==> config.mk <==
export PLATFORM = sky130hd
export DESIGN_NAME = source_text_lexer_core
export DESIGN_NICKNAME = d
export VERILOG_FILES = /design/src/stl_pkg.sv /design/src/stl_front.sv /design/src/stl_queue.sv /design/src/stl_back.sv /design/src/source_text_lexer_core.sv
export SDC_FILE = /design/constraint.sdc
export NUM_CORES = 1
export LEC_CHECK = 0
export CAP_MARGIN = 20
export CORE_MARGIN = 4
export CORE_UTILIZATION = 35
export CTS_CLUSTER_DIAMETER = 100
export DETAILED_ROUTE_END_ITERATION = 10
export DONT_BUFFER_PORTS = 1
export PLACE_DENSITY = 0.48
export SYNTH_ARGS = -nofsm -noshare
export SYNTH_HDL_FRONTEND = slang
export SYNTH_SLANG_ARGS = --single-unit
==> constraint.sdc <==
create_clock -name clk -period 4.42 [get_ports clk]
set_input_delay 0.884 -clock clk [delete_from_list [all_inputs] [get_ports clk]]
set_output_delay 0.884 -clock clk [all_outputs]
set_load 0.02 [all_outputs]
==> src/stl_pkg.sv <==
// Shared constants and types for the source text lexer.
// No dependencies; used by every module of the block.
package stl_pkg;

    localparam int CHAR_W            = 21;
    localparam int KIND_W            = 6;
    localparam int MAX_TOKEN_LEN_DEF = 64;
    localparam int MAX_LINE_LEN_DEF  = 4096;
    localparam int QUEUE_DEPTH_DEF   = 4;

    localparam logic [KIND_W-1:0] KIND_EOF      = 6'd0;
    localparam logic [KIND_W-1:0] KIND_IDENT    = 6'd1;
    localparam logic [KIND_W-1:0] KIND_NUMBER   = 6'd2;
    localparam logic [KIND_W-1:0] KIND_STRING   = 6'd3;
    localparam logic [KIND_W-1:0] KIND_ASSIGN   = 6'd4;
    localparam logic [KIND_W-1:0] KIND_EQ       = 6'd5;
    localparam logic [KIND_W-1:0] KIND_NOT      = 6'd6;
    localparam logic [KIND_W-1:0] KIND_NE       = 6'd7;
    localparam logic [KIND_W-1:0] KIND_HASH     = 6'd8;
    localparam logic [KIND_W-1:0] KIND_LT       = 6'd9;
    localparam logic [KIND_W-1:0] KIND_LE       = 6'd10;
    localparam logic [KIND_W-1:0] KIND_GT       = 6'd11;
    localparam logic [KIND_W-1:0] KIND_GE       = 6'd12;
    localparam logic [KIND_W-1:0] KIND_LPAREN   = 6'd13;
    localparam logic [KIND_W-1:0] KIND_RPAREN   = 6'd14;
    localparam logic [KIND_W-1:0] KIND_LBRACE   = 6'd15;
    localparam logic [KIND_W-1:0] KIND_RBRACE   = 6'd16;
    localparam logic [KIND_W-1:0] KIND_LBRACK   = 6'd17;
    localparam logic [KIND_W-1:0] KIND_RBRACK   = 6'd18;
    localparam logic [KIND_W-1:0] KIND_COLON    = 6'd19;
    localparam logic [KIND_W-1:0] KIND_SEMI     = 6'd20;
    localparam logic [KIND_W-1:0] KIND_DOT      = 6'd21;
    localparam logic [KIND_W-1:0] KIND_COMMA    = 6'd22;
    localparam logic [KIND_W-1:0] KIND_OR       = 6'd23;
    localparam logic [KIND_W-1:0] KIND_LOR      = 6'd24;
    localparam logic [KIND_W-1:0] KIND_AND      = 6'd25;
    localparam logic [KIND_W-1:0] KIND_LAND     = 6'd26;
    localparam logic [KIND_W-1:0] KIND_PLUS     = 6'd27;
    localparam logic [KIND_W-1:0] KIND_PLUS_EQ  = 6'd28;
    localparam logic [KIND_W-1:0] KIND_INC      = 6'd29;
    localparam logic [KIND_W-1:0] KIND_MINUS    = 6'd30;
    localparam logic [KIND_W-1:0] KIND_MINUS_EQ = 6'd31;
    localparam logic [KIND_W-1:0] KIND_DEC      = 6'd32;
    localparam logic [KIND_W-1:0] KIND_STAR     = 6'd33;
    localparam logic [KIND_W-1:0] KIND_STAR_EQ  = 6'd34;
    localparam logic [KIND_W-1:0] KIND_POW      = 6'd35;
    localparam logic [KIND_W-1:0] KIND_SLASH    = 6'd36;
    localparam logic [KIND_W-1:0] KIND_SLASH_EQ = 6'd37;
    localparam logic [KIND_W-1:0] KIND_SYMBOL   = 6'd38;
    localparam logic [KIND_W-1:0] KIND_UNKNOWN  = 6'd39;
    localparam logic [KIND_W-1:0] KIND_UNTERM   = 6'd40;

    typedef struct packed {
        logic full;
        logic empty;
    } q_stat_t;

endpackage

==> src/stl_front.sv <==
// Front end of the lexer: classifies each character and runs the token state machine.
// Depends on stl_pkg; pushes at most one queue entry of one or two token records per transaction.
module stl_front #(
    parameter int MAX_TOKEN_LEN = stl_pkg::MAX_TOKEN_LEN_DEF,
    parameter int MAX_LINE_LEN  = stl_pkg::MAX_LINE_LEN_DEF,
    parameter int LEN_W         = $clog2(MAX_TOKEN_LEN + 1),
    parameter int POS_W         = $clog2(MAX_LINE_LEN + 1),
    parameter int REC_W         = stl_pkg::KIND_W + LEN_W + POS_W + 1,
    parameter int ENTRY_W       = 2 * REC_W + 1
) (
    input  logic                        clk,
    input  logic                        rst_n,
    input  logic                        accept,
    input  logic [stl_pkg::CHAR_W-1:0]  char_code,
    output logic                        push,
    output logic [ENTRY_W-1:0]          entry
);

    typedef enum logic [2:0] {
        MODE_IDLE,
        MODE_IDENT,
        MODE_NUMBER,
        MODE_STRING,
        MODE_OP
    } mode_t;

    localparam logic [stl_pkg::KIND_W-1:0] KIND_NONE = '0;
    localparam logic [LEN_W-1:0] LEN_MAX = LEN_W'(MAX_TOKEN_LEN);
    localparam logic [LEN_W-1:0] LEN_ONE = LEN_W'(1);
    localparam logic [LEN_W-1:0] LEN_TWO = LEN_W'(2);
    localparam logic [POS_W-1:0] POS_MAX = POS_W'(MAX_LINE_LEN);

    localparam logic [20:0] CH_NUL    = 21'h00;
    localparam logic [20:0] CH_TAB    = 21'h09;
    localparam logic [20:0] CH_CR     = 21'h0D;
    localparam logic [20:0] CH_SPACE  = 21'h20;
    localparam logic [20:0] CH_BANG   = 21'h21;
    localparam logic [20:0] CH_QUOTE  = 21'h22;
    localparam logic [20:0] CH_HASH   = 21'h23;
    localparam logic [20:0] CH_AMP    = 21'h26;
    localparam logic [20:0] CH_LPAREN = 21'h28;
    localparam logic [20:0] CH_RPAREN = 21'h29;
    localparam logic [20:0] CH_STAR   = 21'h2A;
    localparam logic [20:0] CH_PLUS   = 21'h2B;
    localparam logic [20:0] CH_COMMA  = 21'h2C;
    localparam logic [20:0] CH_MINUS  = 21'h2D;
    localparam logic [20:0] CH_DOT    = 21'h2E;
    localparam logic [20:0] CH_SLASH  = 21'h2F;
    localparam logic [20:0] CH_ZERO   = 21'h30;
    localparam logic [20:0] CH_NINE   = 21'h39;
    localparam logic [20:0] CH_COLON  = 21'h3A;
    localparam logic [20:0] CH_SEMI   = 21'h3B;
    localparam logic [20:0] CH_LT     = 21'h3C;
    localparam logic [20:0] CH_EQ     = 21'h3D;
    localparam logic [20:0] CH_GT     = 21'h3E;
    localparam logic [20:0] CH_AT     = 21'h40;
    localparam logic [20:0] CH_UP_A   = 21'h41;
    localparam logic [20:0] CH_UP_Z   = 21'h5A;
    localparam logic [20:0] CH_LBRACK = 21'h5B;
    localparam logic [20:0] CH_RBRACK = 21'h5D;
    localparam logic [20:0] CH_UNDER  = 21'h5F;
    localparam logic [20:0] CH_BTICK  = 21'h60;
    localparam logic [20:0] CH_LO_A   = 21'h61;
    localparam logic [20:0] CH_LO_F   = 21'h66;
    localparam logic [20:0] CH_LO_Z   = 21'h7A;
    localparam logic [20:0] CH_LBRACE = 21'h7B;
    localparam logic [20:0] CH_PIPE   = 21'h7C;
    localparam logic [20:0] CH_RBRACE = 21'h7D;
    localparam logic [20:0] CH_TILDE  = 21'h7E;

    function automatic logic [stl_pkg::KIND_W-1:0] single_kind(input logic [20:0] c);
        logic [stl_pkg::KIND_W-1:0] k;
        case (c)
            CH_EQ:     k = stl_pkg::KIND_ASSIGN;
            CH_BANG:   k = stl_pkg::KIND_NOT;
            CH_HASH:   k = stl_pkg::KIND_HASH;
            CH_LT:     k = stl_pkg::KIND_LT;
            CH_GT:     k = stl_pkg::KIND_GT;
            CH_LPAREN: k = stl_pkg::KIND_LPAREN;
            CH_RPAREN: k = stl_pkg::KIND_RPAREN;
            CH_LBRACE: k = stl_pkg::KIND_LBRACE;
            CH_RBRACE: k = stl_pkg::KIND_RBRACE;
            CH_LBRACK: k = stl_pkg::KIND_LBRACK;
            CH_RBRACK: k = stl_pkg::KIND_RBRACK;
            CH_COLON:  k = stl_pkg::KIND_COLON;
            CH_SEMI:   k = stl_pkg::KIND_SEMI;
            CH_DOT:    k = stl_pkg::KIND_DOT;
            CH_COMMA:  k = stl_pkg::KIND_COMMA;
            CH_PIPE:   k = stl_pkg::KIND_OR;
            CH_AMP:    k = stl_pkg::KIND_AND;
            CH_PLUS:   k = stl_pkg::KIND_PLUS;
            CH_MINUS:  k = stl_pkg::KIND_MINUS;
            CH_STAR:   k = stl_pkg::KIND_STAR;
            CH_SLASH:  k = stl_pkg::KIND_SLASH;
            default:   k = KIND_NONE;
        endcase
        return k;
    endfunction

    function automatic logic needs_lookahead(input logic [stl_pkg::KIND_W-1:0] k);
        logic r;
        case (k)
            stl_pkg::KIND_ASSIGN, stl_pkg::KIND_NOT, stl_pkg::KIND_LT, stl_pkg::KIND_GT,
            stl_pkg::KIND_OR, stl_pkg::KIND_AND, stl_pkg::KIND_PLUS, stl_pkg::KIND_MINUS,
            stl_pkg::KIND_STAR, stl_pkg::KIND_SLASH: r = 1'b1;
            default: r = 1'b0;
        endcase
        return r;
    endfunction

    function automatic logic [stl_pkg::KIND_W-1:0] pair_kind(
        input logic [stl_pkg::KIND_W-1:0] k,
        input logic [20:0]                c
    );
        logic [stl_pkg::KIND_W-1:0] r;
        logic                       eq;
        eq = (c == CH_EQ);
        r  = KIND_NONE;
        case (k)
            stl_pkg::KIND_ASSIGN: r = eq ? stl_pkg::KIND_EQ : KIND_NONE;
            stl_pkg::KIND_NOT:    r = eq ? stl_pkg::KIND_NE : KIND_NONE;
            stl_pkg::KIND_LT:     r = eq ? stl_pkg::KIND_LE : KIND_NONE;
            stl_pkg::KIND_GT:     r = eq ? stl_pkg::KIND_GE : KIND_NONE;
            stl_pkg::KIND_SLASH:  r = eq ? stl_pkg::KIND_SLASH_EQ : KIND_NONE;
            stl_pkg::KIND_OR:     r = (c == CH_PIPE) ? stl_pkg::KIND_LOR : KIND_NONE;
            stl_pkg::KIND_AND:    r = (c == CH_AMP) ? stl_pkg::KIND_LAND : KIND_NONE;
            stl_pkg::KIND_PLUS:
                r = eq ? stl_pkg::KIND_PLUS_EQ :
                    ((c == CH_PLUS) ? stl_pkg::KIND_INC : KIND_NONE);
            stl_pkg::KIND_MINUS:
                r = eq ? stl_pkg::KIND_MINUS_EQ :
                    ((c == CH_MINUS) ? stl_pkg::KIND_DEC : KIND_NONE);
            stl_pkg::KIND_STAR:
                r = eq ? stl_pkg::KIND_STAR_EQ :
                    ((c == CH_STAR) ? stl_pkg::KIND_POW : KIND_NONE);
            default: r = KIND_NONE;
        endcase
        return r;
    endfunction

    mode_t                      mode_reg, mode_next;
    logic [stl_pkg::KIND_W-1:0] pend_reg, pend_next;
    logic [LEN_W-1:0]           len_reg, len_next;
    logic [POS_W-1:0]           pos_reg, pos_next;
    logic                       ovf_reg, ovf_next;

    logic                       is_alpha, is_digit, is_space, is_quote, is_special;
    logic [stl_pkg::KIND_W-1:0] sk, pk;
    logic [POS_W-1:0]           nx;
    logic [LEN_W-1:0]           app_len;
    logic                       app_ovf;

    logic                       st_v, st_begin, st_op;
    mode_t                      st_mode;
    logic [REC_W-1:0]           st_rec;

    logic                       pre_v, post_v, use_start;
    logic [REC_W-1:0]           pre_rec, post_rec;

    always_comb
    begin
        is_alpha   = ((char_code >= CH_UP_A) && (char_code <= CH_UP_Z)) ||
                     ((char_code >= CH_LO_A) && (char_code <= CH_LO_Z));
        is_digit   = (char_code >= CH_ZERO) && (char_code <= CH_NINE);
        is_space   = (char_code == CH_SPACE) || ((char_code >= CH_TAB) && (char_code <= CH_CR));
        is_quote   = (char_code == CH_QUOTE);
        is_special = (char_code != CH_UNDER) &&
                     (((char_code >= CH_BANG) && (char_code <= CH_SLASH)) ||
                      ((char_code >= CH_COLON) && (char_code <= CH_AT)) ||
                      ((char_code >= CH_LBRACK) && (char_code <= CH_BTICK)) ||
                      ((char_code >= CH_LBRACE) && (char_code <= CH_TILDE)));
        sk = single_kind(char_code);
        pk = pair_kind(pend_reg, char_code);

        nx      = (pos_reg != POS_MAX) ? pos_reg + POS_W'(1) : pos_reg;
        app_len = (len_reg != LEN_MAX) ? len_reg + LEN_W'(1) : len_reg;
        app_ovf = ovf_reg | (len_reg == LEN_MAX);

        // Outcome of a character seen with no token pending.
        st_v     = 1'b0;
        st_begin = 1'b0;
        st_op    = 1'b0;
        st_mode  = MODE_IDLE;
        st_rec   = {stl_pkg::KIND_UNKNOWN, LEN_ONE, nx, 1'b0};
        if (is_space) begin
            st_v = 1'b0;
        end else if (is_alpha) begin
            st_mode  = MODE_IDENT;
            st_begin = 1'b1;
        end else if (is_digit) begin
            st_mode  = MODE_NUMBER;
            st_begin = 1'b1;
        end else if (is_quote) begin
            st_mode  = MODE_STRING;
            st_begin = 1'b1;
        end else if (is_special) begin
            if (sk == KIND_NONE) begin
                st_v   = 1'b1;
                st_rec = {stl_pkg::KIND_SYMBOL, LEN_ONE, nx, 1'b0};
            end else if (needs_lookahead(sk)) begin
                st_mode  = MODE_OP;
                st_begin = 1'b1;
                st_op    = 1'b1;
            end else begin
                st_v   = 1'b1;
                st_rec = {sk, LEN_ONE, nx, 1'b0};
            end
        end else begin
            st_v = 1'b1;
        end

        pre_v     = 1'b0;
        pre_rec   = {stl_pkg::KIND_EOF, {LEN_W{1'b0}}, pos_reg, 1'b0};
        use_start = 1'b0;
        mode_next = mode_reg;
        pend_next = pend_reg;
        len_next  = len_reg;
        ovf_next  = ovf_reg;
        pos_next  = nx;

        if (char_code == CH_NUL) begin
            case (mode_reg)
                MODE_IDENT:
                begin
                    pre_v   = 1'b1;
                    pre_rec = {stl_pkg::KIND_IDENT, len_reg, pos_reg, ovf_reg};
                end
                MODE_NUMBER:
                begin
                    pre_v   = 1'b1;
                    pre_rec = {stl_pkg::KIND_NUMBER, len_reg, pos_reg, ovf_reg};
                end
                MODE_STRING:
                begin
                    pre_v   = 1'b1;
                    pre_rec = {stl_pkg::KIND_UNTERM, len_reg, pos_reg, ovf_reg};
                end
                MODE_OP:
                begin
                    pre_v   = 1'b1;
                    pre_rec = {pend_reg, LEN_ONE, pos_reg, 1'b0};
                end
                default:
                begin
                    pre_v = 1'b0;
                end
            endcase
            mode_next = MODE_IDLE;
            pend_next = '0;
            len_next  = '0;
            ovf_next  = 1'b0;
            pos_next  = '0;
        end else begin
            case (mode_reg)
                MODE_IDENT:
                begin
                    if (is_alpha || is_digit || (char_code == CH_UNDER)) begin
                        len_next = app_len;
                        ovf_next = app_ovf;
                    end else begin
                        pre_v     = 1'b1;
                        pre_rec   = {stl_pkg::KIND_IDENT, len_reg, pos_reg, ovf_reg};
                        use_start = 1'b1;
                    end
                end
                MODE_NUMBER:
                begin
                    if (is_digit || (char_code == CH_DOT) || (char_code == CH_LO_F)) begin
                        len_next = app_len;
                        ovf_next = app_ovf;
                    end else begin
                        pre_v     = 1'b1;
                        pre_rec   = {stl_pkg::KIND_NUMBER, len_reg, pos_reg, ovf_reg};
                        use_start = 1'b1;
                    end
                end
                MODE_STRING:
                begin
                    len_next = app_len;
                    ovf_next = app_ovf;
                    if (is_quote) begin
                        pre_v     = 1'b1;
                        pre_rec   = {stl_pkg::KIND_STRING, app_len, nx, app_ovf};
                        mode_next = MODE_IDLE;
                    end
                end
                MODE_OP:
                begin
                    pre_v = 1'b1;
                    if (pk != KIND_NONE) begin
                        pre_rec   = {pk, LEN_TWO, nx, 1'b0};
                        mode_next = MODE_IDLE;
                    end else begin
                        pre_rec   = {pend_reg, LEN_ONE, pos_reg, 1'b0};
                        use_start = 1'b1;
                    end
                end
                default:
                begin
                    use_start = 1'b1;
                end
            endcase
            if (use_start) begin
                mode_next = st_mode;
                if (st_begin) begin
                    len_next = LEN_ONE;
                    ovf_next = 1'b0;
                end
                if (st_op) begin
                    pend_next = sk;
                end
            end
        end

        post_v   = (char_code == CH_NUL) ? 1'b1 : (use_start & st_v);
        post_rec = (char_code == CH_NUL) ? {stl_pkg::KIND_EOF, {LEN_W{1'b0}}, pos_reg, 1'b0}
                                         : st_rec;

        push  = accept & (pre_v | post_v);
        entry = pre_v ? {post_v, pre_rec, post_rec} : {1'b0, post_rec, post_rec};
    end

    always_ff @(posedge clk or negedge rst_n)
    begin
        if (!rst_n) begin
            mode_reg <= MODE_IDLE;
            pend_reg <= '0;
            len_reg  <= '0;
            pos_reg  <= '0;
            ovf_reg  <= 1'b0;
        end else if (accept) begin
            mode_reg <= mode_next;
            pend_reg <= pend_next;
            len_reg  <= len_next;
            pos_reg  <= pos_next;
            ovf_reg  <= ovf_next;
        end
    end

endmodule

==> src/stl_queue.sv <==
// Short queue between the front and back ends of the lexer.
// Depends on stl_pkg for the status struct.
module stl_queue #(
    parameter int WIDTH = 8,
    parameter int DEPTH = stl_pkg::QUEUE_DEPTH_DEF
) (
    input  logic                 clk,
    input  logic                 rst_n,
    input  logic                 push,
    input  logic [WIDTH-1:0]     wr_data,
    input  logic                 pop,
    output logic [WIDTH-1:0]     rd_data,
    output stl_pkg::q_stat_t     stat
);

    localparam int PTR_W = (DEPTH > 1) ? $clog2(DEPTH) : 1;
    localparam int CNT_W = $clog2(DEPTH + 1);
    localparam logic [PTR_W-1:0] PTR_LAST = PTR_W'(DEPTH - 1);

    logic [WIDTH-1:0] mem [DEPTH];
    logic [PTR_W-1:0] wr_ptr_reg, rd_ptr_reg;
    logic [CNT_W-1:0] cnt_reg;

    always_comb
    begin
        stat.full  = (cnt_reg == CNT_W'(DEPTH));
        stat.empty = (cnt_reg == '0);
        rd_data    = mem[rd_ptr_reg];
    end

    always_ff @(posedge clk)
    begin
        if (push) begin
            mem[wr_ptr_reg] <= wr_data;
        end
    end

    always_ff @(posedge clk or negedge rst_n)
    begin
        if (!rst_n) begin
            wr_ptr_reg <= '0;
            rd_ptr_reg <= '0;
            cnt_reg    <= '0;
        end else begin
            if (push) begin
                wr_ptr_reg <= (wr_ptr_reg == PTR_LAST) ? '0 : wr_ptr_reg + PTR_W'(1);
            end
            if (pop) begin
                rd_ptr_reg <= (rd_ptr_reg == PTR_LAST) ? '0 : rd_ptr_reg + PTR_W'(1);
            end
            if (push && !pop) begin
                cnt_reg <= cnt_reg + CNT_W'(1);
            end else if (pop && !push) begin
                cnt_reg <= cnt_reg - CNT_W'(1);
            end
        end
    end

endmodule

==> src/stl_back.sv <==
// Back end of the lexer: takes queue entries and delivers their token records one per transaction.
// Depends on stl_pkg; marks the final record of each character with last.
module stl_back #(
    parameter int LEN_W   = 7,
    parameter int POS_W   = 13,
    parameter int REC_W   = stl_pkg::KIND_W + LEN_W + POS_W + 1,
    parameter int ENTRY_W = 2 * REC_W + 1
) (
    input  logic                        clk,
    input  logic                        rst_n,
    input  stl_pkg::q_stat_t            stat,
    input  logic [ENTRY_W-1:0]          rd_data,
    output logic                        pop,
    output logic                        out_valid,
    input  logic                        out_ready,
    output logic [stl_pkg::KIND_W-1:0]  token_kind,
    output logic [LEN_W-1:0]            token_length,
    output logic [POS_W-1:0]            end_position,
    output logic                        truncated,
    output logic                        last
);

    logic [ENTRY_W-1:0] hold_reg;
    logic               valid_reg;
    logic               second_reg;
    logic               has_second;
    logic               advance;
    logic [REC_W-1:0]   rec;

    always_comb
    begin
        has_second = hold_reg[ENTRY_W-1];
        rec        = second_reg ? hold_reg[REC_W-1:0] : hold_reg[2*REC_W-1:REC_W];
        advance    = valid_reg && out_ready && !second_reg && has_second;
        pop        = !stat.empty && (!valid_reg || (out_ready && !advance));
        {token_kind, token_length, end_position, truncated} = rec;
        last       = second_reg | ~has_second;
        out_valid  = valid_reg;
    end

    always_ff @(posedge clk or negedge rst_n)
    begin
        if (!rst_n) begin
            valid_reg  <= 1'b0;
            second_reg <= 1'b0;
        end else if (advance) begin
            second_reg <= 1'b1;
        end else if (pop) begin
            valid_reg  <= 1'b1;
            second_reg <= 1'b0;
        end else if (out_ready) begin
            valid_reg  <= 1'b0;
            second_reg <= 1'b0;
        end
    end

    always_ff @(posedge clk)
    begin
        if (pop) begin
            hold_reg <= rd_data;
        end
    end

endmodule

==> src/source_text_lexer_core.sv <==
// Source text lexer: takes one character of a line per transaction and delivers token records.
// One character is accepted every cycle while the four-entry queue between the classifying
// front end and the record-delivering back end has room; a character that ends one token and
// is a complete token itself yields two records, delivered one after the other, so the sustained
// rate is one character per cycle when each yields at most one record and out_ready stays high.
// With the queue and output empty, a record passes through the queue memory and then the back
// end's hold register before it appears on the output. A zero character ends the line: any
// pending token is flushed, an EOF record follows, and the position restarts at zero.
module source_text_lexer_core #(
    parameter int MAX_TOKEN_LEN = stl_pkg::MAX_TOKEN_LEN_DEF,
    parameter int MAX_LINE_LEN  = stl_pkg::MAX_LINE_LEN_DEF,
    parameter int LEN_W         = $clog2(MAX_TOKEN_LEN + 1),
    parameter int POS_W         = $clog2(MAX_LINE_LEN + 1)
) (
    input  logic                        clk,
    input  logic                        rst_n,
    input  logic                        in_valid,
    output logic                        in_ready,
    input  logic [stl_pkg::CHAR_W-1:0]  char_code,
    output logic                        out_valid,
    input  logic                        out_ready,
    output logic [stl_pkg::KIND_W-1:0]  token_kind,
    output logic [LEN_W-1:0]            token_length,
    output logic [POS_W-1:0]            end_position,
    output logic                        truncated,
    output logic                        last
);

    localparam int REC_W   = stl_pkg::KIND_W + LEN_W + POS_W + 1;
    localparam int ENTRY_W = 2 * REC_W + 1;

    logic               accept;
    logic               push;
    logic               pop;
    logic [ENTRY_W-1:0] wr_entry;
    logic [ENTRY_W-1:0] rd_entry;
    stl_pkg::q_stat_t   stat;

    assign in_ready = !stat.full;
    assign accept   = in_valid && in_ready;

    stl_front #(
        .MAX_TOKEN_LEN (MAX_TOKEN_LEN),
        .MAX_LINE_LEN  (MAX_LINE_LEN),
        .LEN_W         (LEN_W),
        .POS_W         (POS_W),
        .REC_W         (REC_W),
        .ENTRY_W       (ENTRY_W)
    ) u_front (
        .clk       (clk),
        .rst_n     (rst_n),
        .accept    (accept),
        .char_code (char_code),
        .push      (push),
        .entry     (wr_entry)
    );

    stl_queue #(
        .WIDTH (ENTRY_W),
        .DEPTH (stl_pkg::QUEUE_DEPTH_DEF)
    ) u_queue (
        .clk     (clk),
        .rst_n   (rst_n),
        .push    (push),
        .wr_data (wr_entry),
        .pop     (pop),
        .rd_data (rd_entry),
        .stat    (stat)
    );

    stl_back #(
        .LEN_W   (LEN_W),
        .POS_W   (POS_W),
        .REC_W   (REC_W),
        .ENTRY_W (ENTRY_W)
    ) u_back (
        .clk          (clk),
        .rst_n        (rst_n),
        .stat         (stat),
        .rd_data      (rd_entry),
        .pop          (pop),
        .out_valid    (out_valid),
        .out_ready    (out_ready),
        .token_kind   (token_kind),
        .token_length (token_length),
        .end_position (end_position),
        .truncated    (truncated),
        .last         (last)
    );

endmodule

==> summary.md, run 1 <==
| Metric | Value |
|---|---|
| Status | completed |
| Max FFs per register | ~190 |
| Clock sinks | 279 |
| Unrepaired setup endpoints after global routing | no |
| Later-pin clock latency in the skew report | between 0.5 and 0.6 ns |
| Met2 usage | a little over a quarter |
| Area of the multi-input gates | between 0.005 and 0.006 sq mm |
| CTS Buf Count | 28 |
| Root buf cell | clkbuf_16 |
| Slew headroom | between 30% and 40% |
| CP cell instances | or4_4 > buf_4 > nor4_1 > buf_4 > buf_4 > and2_1 > nor4b_1 > a31oi_1 > o211ai_1 > or4_4 > a31oi_4 > ha_2 > inv_2 > fa_2 > xor2_1 > nor2_1 > xor2_1 |
| Crit end category | register |
| Element type at the critical path start | primary input |
| Post-synth EDFFs | 240 |
| Peak supply drop | 0.000319 V |
| DIE WIDTH | about 200 microns |
| Critical path class | in2reg |
| Final cell utilization of the core | roughly two fifths |
| Initial Util | a little over a third |
| Drc violations | 0 |
| WHS | approximately 0.045 ns |
| Row count | 71 |
| CP dominant cell by count | buf_4 |
| #FFs+latches synth | about 280 |
| Pre-CTS setup slack | -0.0890 ns |
| CP arrival | between 4 and 5 ns |
| Most frequent cells in the layout | 240 x edfxtp_1, 82 x nand2_1, 77 x buf_4, 66 x o21ai_0, 61 x nor2_1 |
| Seq/Total Area, Yosys | slightly above 60% |
| Slew Viols, Final | 0 |
| Total Power | approximately 9000 uW |
| Final setup skew | 0.0167 ns |
| Quantity of hold-fixing buffers added after cts | 0 |
| Crit share post-route | between 90% and 100% |
| Vias in the first global route | 8835 |
| Initial antenna violation count | 0 |
| Vias | around 8800 |
| R2r startpoint | u_front.pend_reg[1]$_DFFE_PN0P_ |
| Seq. cell area | 0.00819 sq mm |
| First-pass GRT wire length | 53000 microns |
| Clock slew at reported path FFs | 0.07 ns |
| Routability cong. | approximately 0.89 |
| Mapped Area | between 0.01 and 0.015 sq mm |
| PortBufs | 0 |
| Bufs on Longest Clock Path | 3 |
| HP Class | in2async |
| Die area | 0.0419 sq mm |
| Most common cell after layout, fill and taps aside | edfxtp_1 |
| Largest net degree at the start of global routing | slightly above 50 |
| Ant. Diodes | 0 |
| Post-CTS sizing | 0 |
| DP Cell Count | 1557 |
| Routed wire length | between 30000 and 40000 microns |
| GRT overflow | 0 |
| WL per Instance | ~21 microns |
| Fin crit period | approximately 4.0 ns |
| Critical path's top delay family | simple AND/OR/NAND/NOR gates |
| Final setup fails | 0 |
| Crit Path Max Fanout | 6 |
| TritonCTS clock tree | done |
| Critical Path RT | 4.87 ns |
| ANT nets after route | 0 |
| Slew of the pin with the lowest slew margin | between 0.9 and 1 ns |
| PnR worst setup slack | 0.426 ns |
| Io pins | 55 |
| Final HPWL DP | 23600 microns |
| Ys Warns | 0 |
| Top_reg_cell synth | edfxtp_1 |
| H-Tree Depth | 1 |
| Avg Cell Area, Syn | between 10 and 15 sq um |
| Final Hold Violating Endpoints | 0 |
| Leak | 0.00532 uW |
| CP max-delay cell | or4_4 |
| Met1 Use GR | between 20% and 30% |
| Core area | approximately 0.038 sq mm |
| Critical Path Max Stage Delay | ~0.53 ns |
| Area growth syn-to-layout | 16.1% |
| Iter 0 DRT Violations | 689 |
| Max cap viols | 0 |
| Layout cell share with drive strength beyond 1 | between 20% and 30% |
| Crit path from | char_code[8] |
| Most Crowded Layer GR | met2 |
| Post-synthesis cell type count | 78 |
| Fraction of registers with async set/reset | ~14% |
| Max Fclk | approximately 250 MHz |
| Fin cells | between 1500 and 2000 |
| Drt via density | ~5.4 |
| Die span in y | around 200 microns |
| Syn Inst Count | between 1000 and 1500 |
| Pwr Density | ~560 mW/mm^2 |
| Met3 GRT Util | about 1.9% |
| Filler cells | around 3600 |
| GR Util All Layers | 16.1% |
| Drt first pass iters | 7 |
| Syn Nets | roughly 1100 |
| Final nets | 1113 |
| CP bufs+invs | 4 |
| Number of setup buffers added after CTS | 0 |
kinds of logic (layout without fill, tap and decap cells):
kind of cell	after synthesis	count (layout)	share of synthesized area [%]
fa+ha+maj	11	11	1.07
mux	74	74	10.2
xor+xnor	21	21	1.36
simple gates	343	343	13.6
compound gates	213	213	10.6
buf+inv	98	158	2.79
flops	279	279	60.4
layout make-up:
cell class                      count  share of cell area [%]
Clock buffer                       36                    4.90
Clock inverter                     16                    1.54
Multi-Input combinational cell    662                    32.0
Inverter                           19                   0.453
Tap cell                          511                    4.07
Sequential cell                   279                    52.1
Timing Repair Buffer               87                    4.95
path summary, 6_finish.rpt:
kind	end	slack (ns)	cells after the start
max	u_queue.cnt_reg[2]$_DFFE_PN0P_	0.43	17
min	u_back.out_valid$_DFFE_PN0P_	0.04	0
max reg2reg	u_queue.cnt_reg[2]$_DFFE_PN0P_	0.82	16
min reg2reg	u_queue.cnt_reg[2]$_DFFE_PN0P_	0.52	1
max in group asynchronous	u_queue.rd_ptr_reg[0]$_DFFE_PN0P_	4.24	0
min in group clk	u_back.second_reg$_DFFE_PN0P_	0.44	1
layer usage:
metal  share of wire [%]  routed length (microns)
met5                   0                        0
met4                 2.3                      796
met3                 3.2                     1080
met2                  48                    16200
met1                  47                    16000
power breakdown:
part	switching, uW	total (uW)	leakage (uW)	internal, uW
clock network	991	2530	0.000487	1540
logic	1200	2150	0.00218	947
registers	398	4110	0.00266	3720
total	2590	8790	0.00532	6200
metrics by stage:
step                cell area, sq um  TNS [ns]
finish                         15700         0
global route                   15700         0
CTS                            15700         0
detailed placement             14700    -0.124
global placement               14700   -0.0795
floorplan                      13600    -18.36
cell usage after synthesis, types with 10 or more instances:
library cell    n  area, sq um
nand2b_1       12         75.1
o21ai_0        66          330
dfrtp_1        39          976
o211ai_1       12         90.1
a31oi_1        13         81.3
ha_1           10          125
nand2_1        82          308
nor2b_1        16          100
nor3_1         18         90.1
clkbuf_1       68          255
and2_1         15         93.8
nand3_1        36          180
and3_1         16          100
xnor2_1        17          149
nand4_1        14         87.6
nor2_1         61          229
mux2_2         24          270
edfxtp_1      240         7210
a21oi_1        31          155
mux4_2         48         1080
inv_1          19         71.3
nor4_1         18          113
Note: power is estimated with default switching activity, not from simulation.
==> run 2, diff against run 1 <==
CORE_UTILIZATION = 58   (was 35)
PLACE_DENSITY = 0.73   (was 0.48)
==> summary.md, run 2 (same netlist as run 1, synthesis figures left out) <==
| Metric | Value |
|---|---|
| Status | completed |
| Drt first pass iters | 6 |
| Largest net degree at the start of global routing | 52 |
| PortBufs | 0 |
| Final nets | between 1000 and 1500 |
| Layout cell share with drive strength beyond 1 | a little over a fifth |
| Crit Path Max Fanout | 3 |
| Element type at the critical path start | primary input |
| Ant. Diodes | 0 |
| Critical Path Max Stage Delay | around 0.57 ns |
| DIE WIDTH | approximately 160 microns |
| Fin cells | 1408 |
| Routed wire length | 32300 microns |
| Max Fclk | roughly 260 MHz |
| CTS Buf Count | 26 |
| Vias | ~9100 |
| Critical Path RT | a little under 5 ns |
| Vias in the first global route | 8907 |
| Crit end category | register |
| CP arrival | about 4.3 ns |
| Placed Area | between 0.01 and 0.015 sq mm |
| H-Tree Depth | 1 |
| Post-CTS sizing | 0 |
| HP Class | in2async |
| Crit share post-route | 87.0% |
| Number of setup buffers added after CTS | 0 |
| Initial Util | about three fifths |
| Critical path class | in2reg |
| Pwr Density | approximately 550 mW/mm^2 |
| Clock slew at reported path FFs | around 0.070 ns |
| Io pins | 55 |
| Area growth syn-to-layout | 13.3% |
| Die span in y | 161 microns |
| Root buf cell | clkbuf_16 |
| Max FFs per register | around 190 |
| Final Hold Violating Endpoints | 0 |
| Fin crit period | around 3.8 ns |
| First-pass GRT wire length | between 50000 and 60000 microns |
| ANT nets after route | 0 |
| Iter 0 DRT Violations | 1166 |
| Design Area, Final | 0.0153 sq mm |
| Drc violations | 0 |
| CP cell instances | or4_4 > or4_4 > a2111oi_4 > nand2b_4 > or3_1 > o211ai_1 > or4_4 > a31oi_4 > ha_2 > inv_2 > fa_2 > xor2_1 > nor2_1 > xor2_1 |
| Total Power | roughly 8500 uW |
| Most frequent cells in the layout | 240 x edfxtp_1, 82 x nand2_1, 78 x buf_4, 66 x o21ai_0, 61 x nor2_1 |
| Later-pin clock latency in the skew report | 0.53 ns |
| Final cell utilization of the core | about two thirds |
| DP Cell Count | between 1000 and 1500 |
| Leak | about 0.0053 uW |
| Max cap viols | 0 |
| Bufs on Longest Clock Path | 3 |
| Most common cell after layout, fill and taps aside | edfxtp_1 |
| Row count | between 50 and 60 |
| Quantity of hold-fixing buffers added after cts | 0 |
| CP max-delay cell | or4_4 |
| Peak supply drop | 0.000368 V |
| TritonCTS clock tree | done |
| GR Util All Layers | 24.9% |
| GRT overflow | 0 |
| Core area | around 0.023 sq mm |
| Clock sinks | ~280 |
| Filler cells | roughly 1600 |
| CP dominant cell by count | or4_4 |
| Final setup skew | about 0.017 ns |
| Initial antenna violation count | 0 |
| Slew headroom | 41.7% |
| Unrepaired setup endpoints after global routing | no |
| Routability cong. | between 0.9 and 1 |
| Final setup fails | 0 |
| Die area | 0.0259 sq mm |
| Slew Viols, Final | 0 |
| Setup TNS | 0 ns |
| Final HPWL DP | approximately 21000 microns |
| Drt via density | roughly 6.5 |
| Slew of the pin with the lowest slew margin | just under 0.9 ns |
| WL per Instance | between 20 and 25 microns |
-- run 2: cell count changes in the layout (fill, tap and decap cells not counted), sizes merged --
cell and delta:
buf +2, bufinv -2, clkbuf -3, clkinvlp -2, inv +1
-- run 2: area by class of cell --
cell class | instances | area [sq um] | share of cell area, %
clock inverter | 13 | 143 | 0.929
timing repair buffer | 89 | 813 | 5.30
tap | 313 | 392 | 2.55
inverter | 19 | 71.3 | 0.465
sequential | 279 | 8190 | 53.4
multi-input combinational | 662 | 5030 | 32.8
clock buffer | 33 | 708 | 4.61
-- run 2: worst max-delay path, delay by kind of cell --
| family | cells | cell delay, ns |
|---|---|---|
| AO/OA/AOI/OAI | 3 | 0.57 |
| XOR/XNOR | 2 | 0.31 |
| adder cells (fa/ha/maj) | 2 | 0.52 |
| buffers and inverters | 1 | 0.04 |
| AND/OR/NAND/NOR | 6 | 1.98 |
-- run 2: worst paths after layout --
kind / end / from / cells after the start / slack (ns)
max in group asynchronous: u_queue.rd_ptr_reg[0]$_DFFE_PN0P_ / rst_n / 0 / 4.24
worst max register to register: u_queue.cnt_reg[2]$_DFFE_PN0P_ / u_front.pend_reg[1]$_DFFE_PN0P_ / 16 / 0.76
worst min register to register: u_queue.cnt_reg[2]$_DFFE_PN0P_ / u_queue.cnt_reg[2]$_DFFE_PN0P_ / 1 / 0.50
worst max-delay path: u_queue.cnt_reg[2]$_DFFE_PN0P_ / char_code[8] / 14 / 0.58
worst min-delay path: u_front.pend_reg[3]$_DFFE_PN0P_ / rst_n / 0 / 0.06
min in group clk: u_back.second_reg$_DFFE_PN0P_ / out_ready / 1 / 0.45
-- run 2: metrics by stage --
stage	setup slack, ns	hold slack (ns)
2_1_floorplan	-0.0952	0.461
3_3_place_gp	0.0762	0.484
3_5_place_dp	0.0589	0.494
4_1_cts	0.595	0.0384
5_1_grt	0.347	0.0344
6_report	0.576	0.0555
-- run 2: power breakdown --
part | leakage (uW) | switching [uW] | total, uW | internal (uW)
registers | 0.00266 | 332 | 4050 | 3720
clock network | 0.000419 | 910 | 2220 | 1310
logic | 0.00220 | 1270 | 2240 | 975
-- run 2: routing by layer --
layer / GRT usage [%] / vias to the layer above / part of all wire [%] / routed length [microns]
met5: 0 / - / 0 / 0
met4: 5.70 / 0 / 2.2 / 714
met3: 4.16 / 51 / 7.5 / 2420
met2: 40.0 / 408 / 48 / 15400
met1: 36.3 / 4560 / 43 / 13800
li1: - / 4128 / - / -
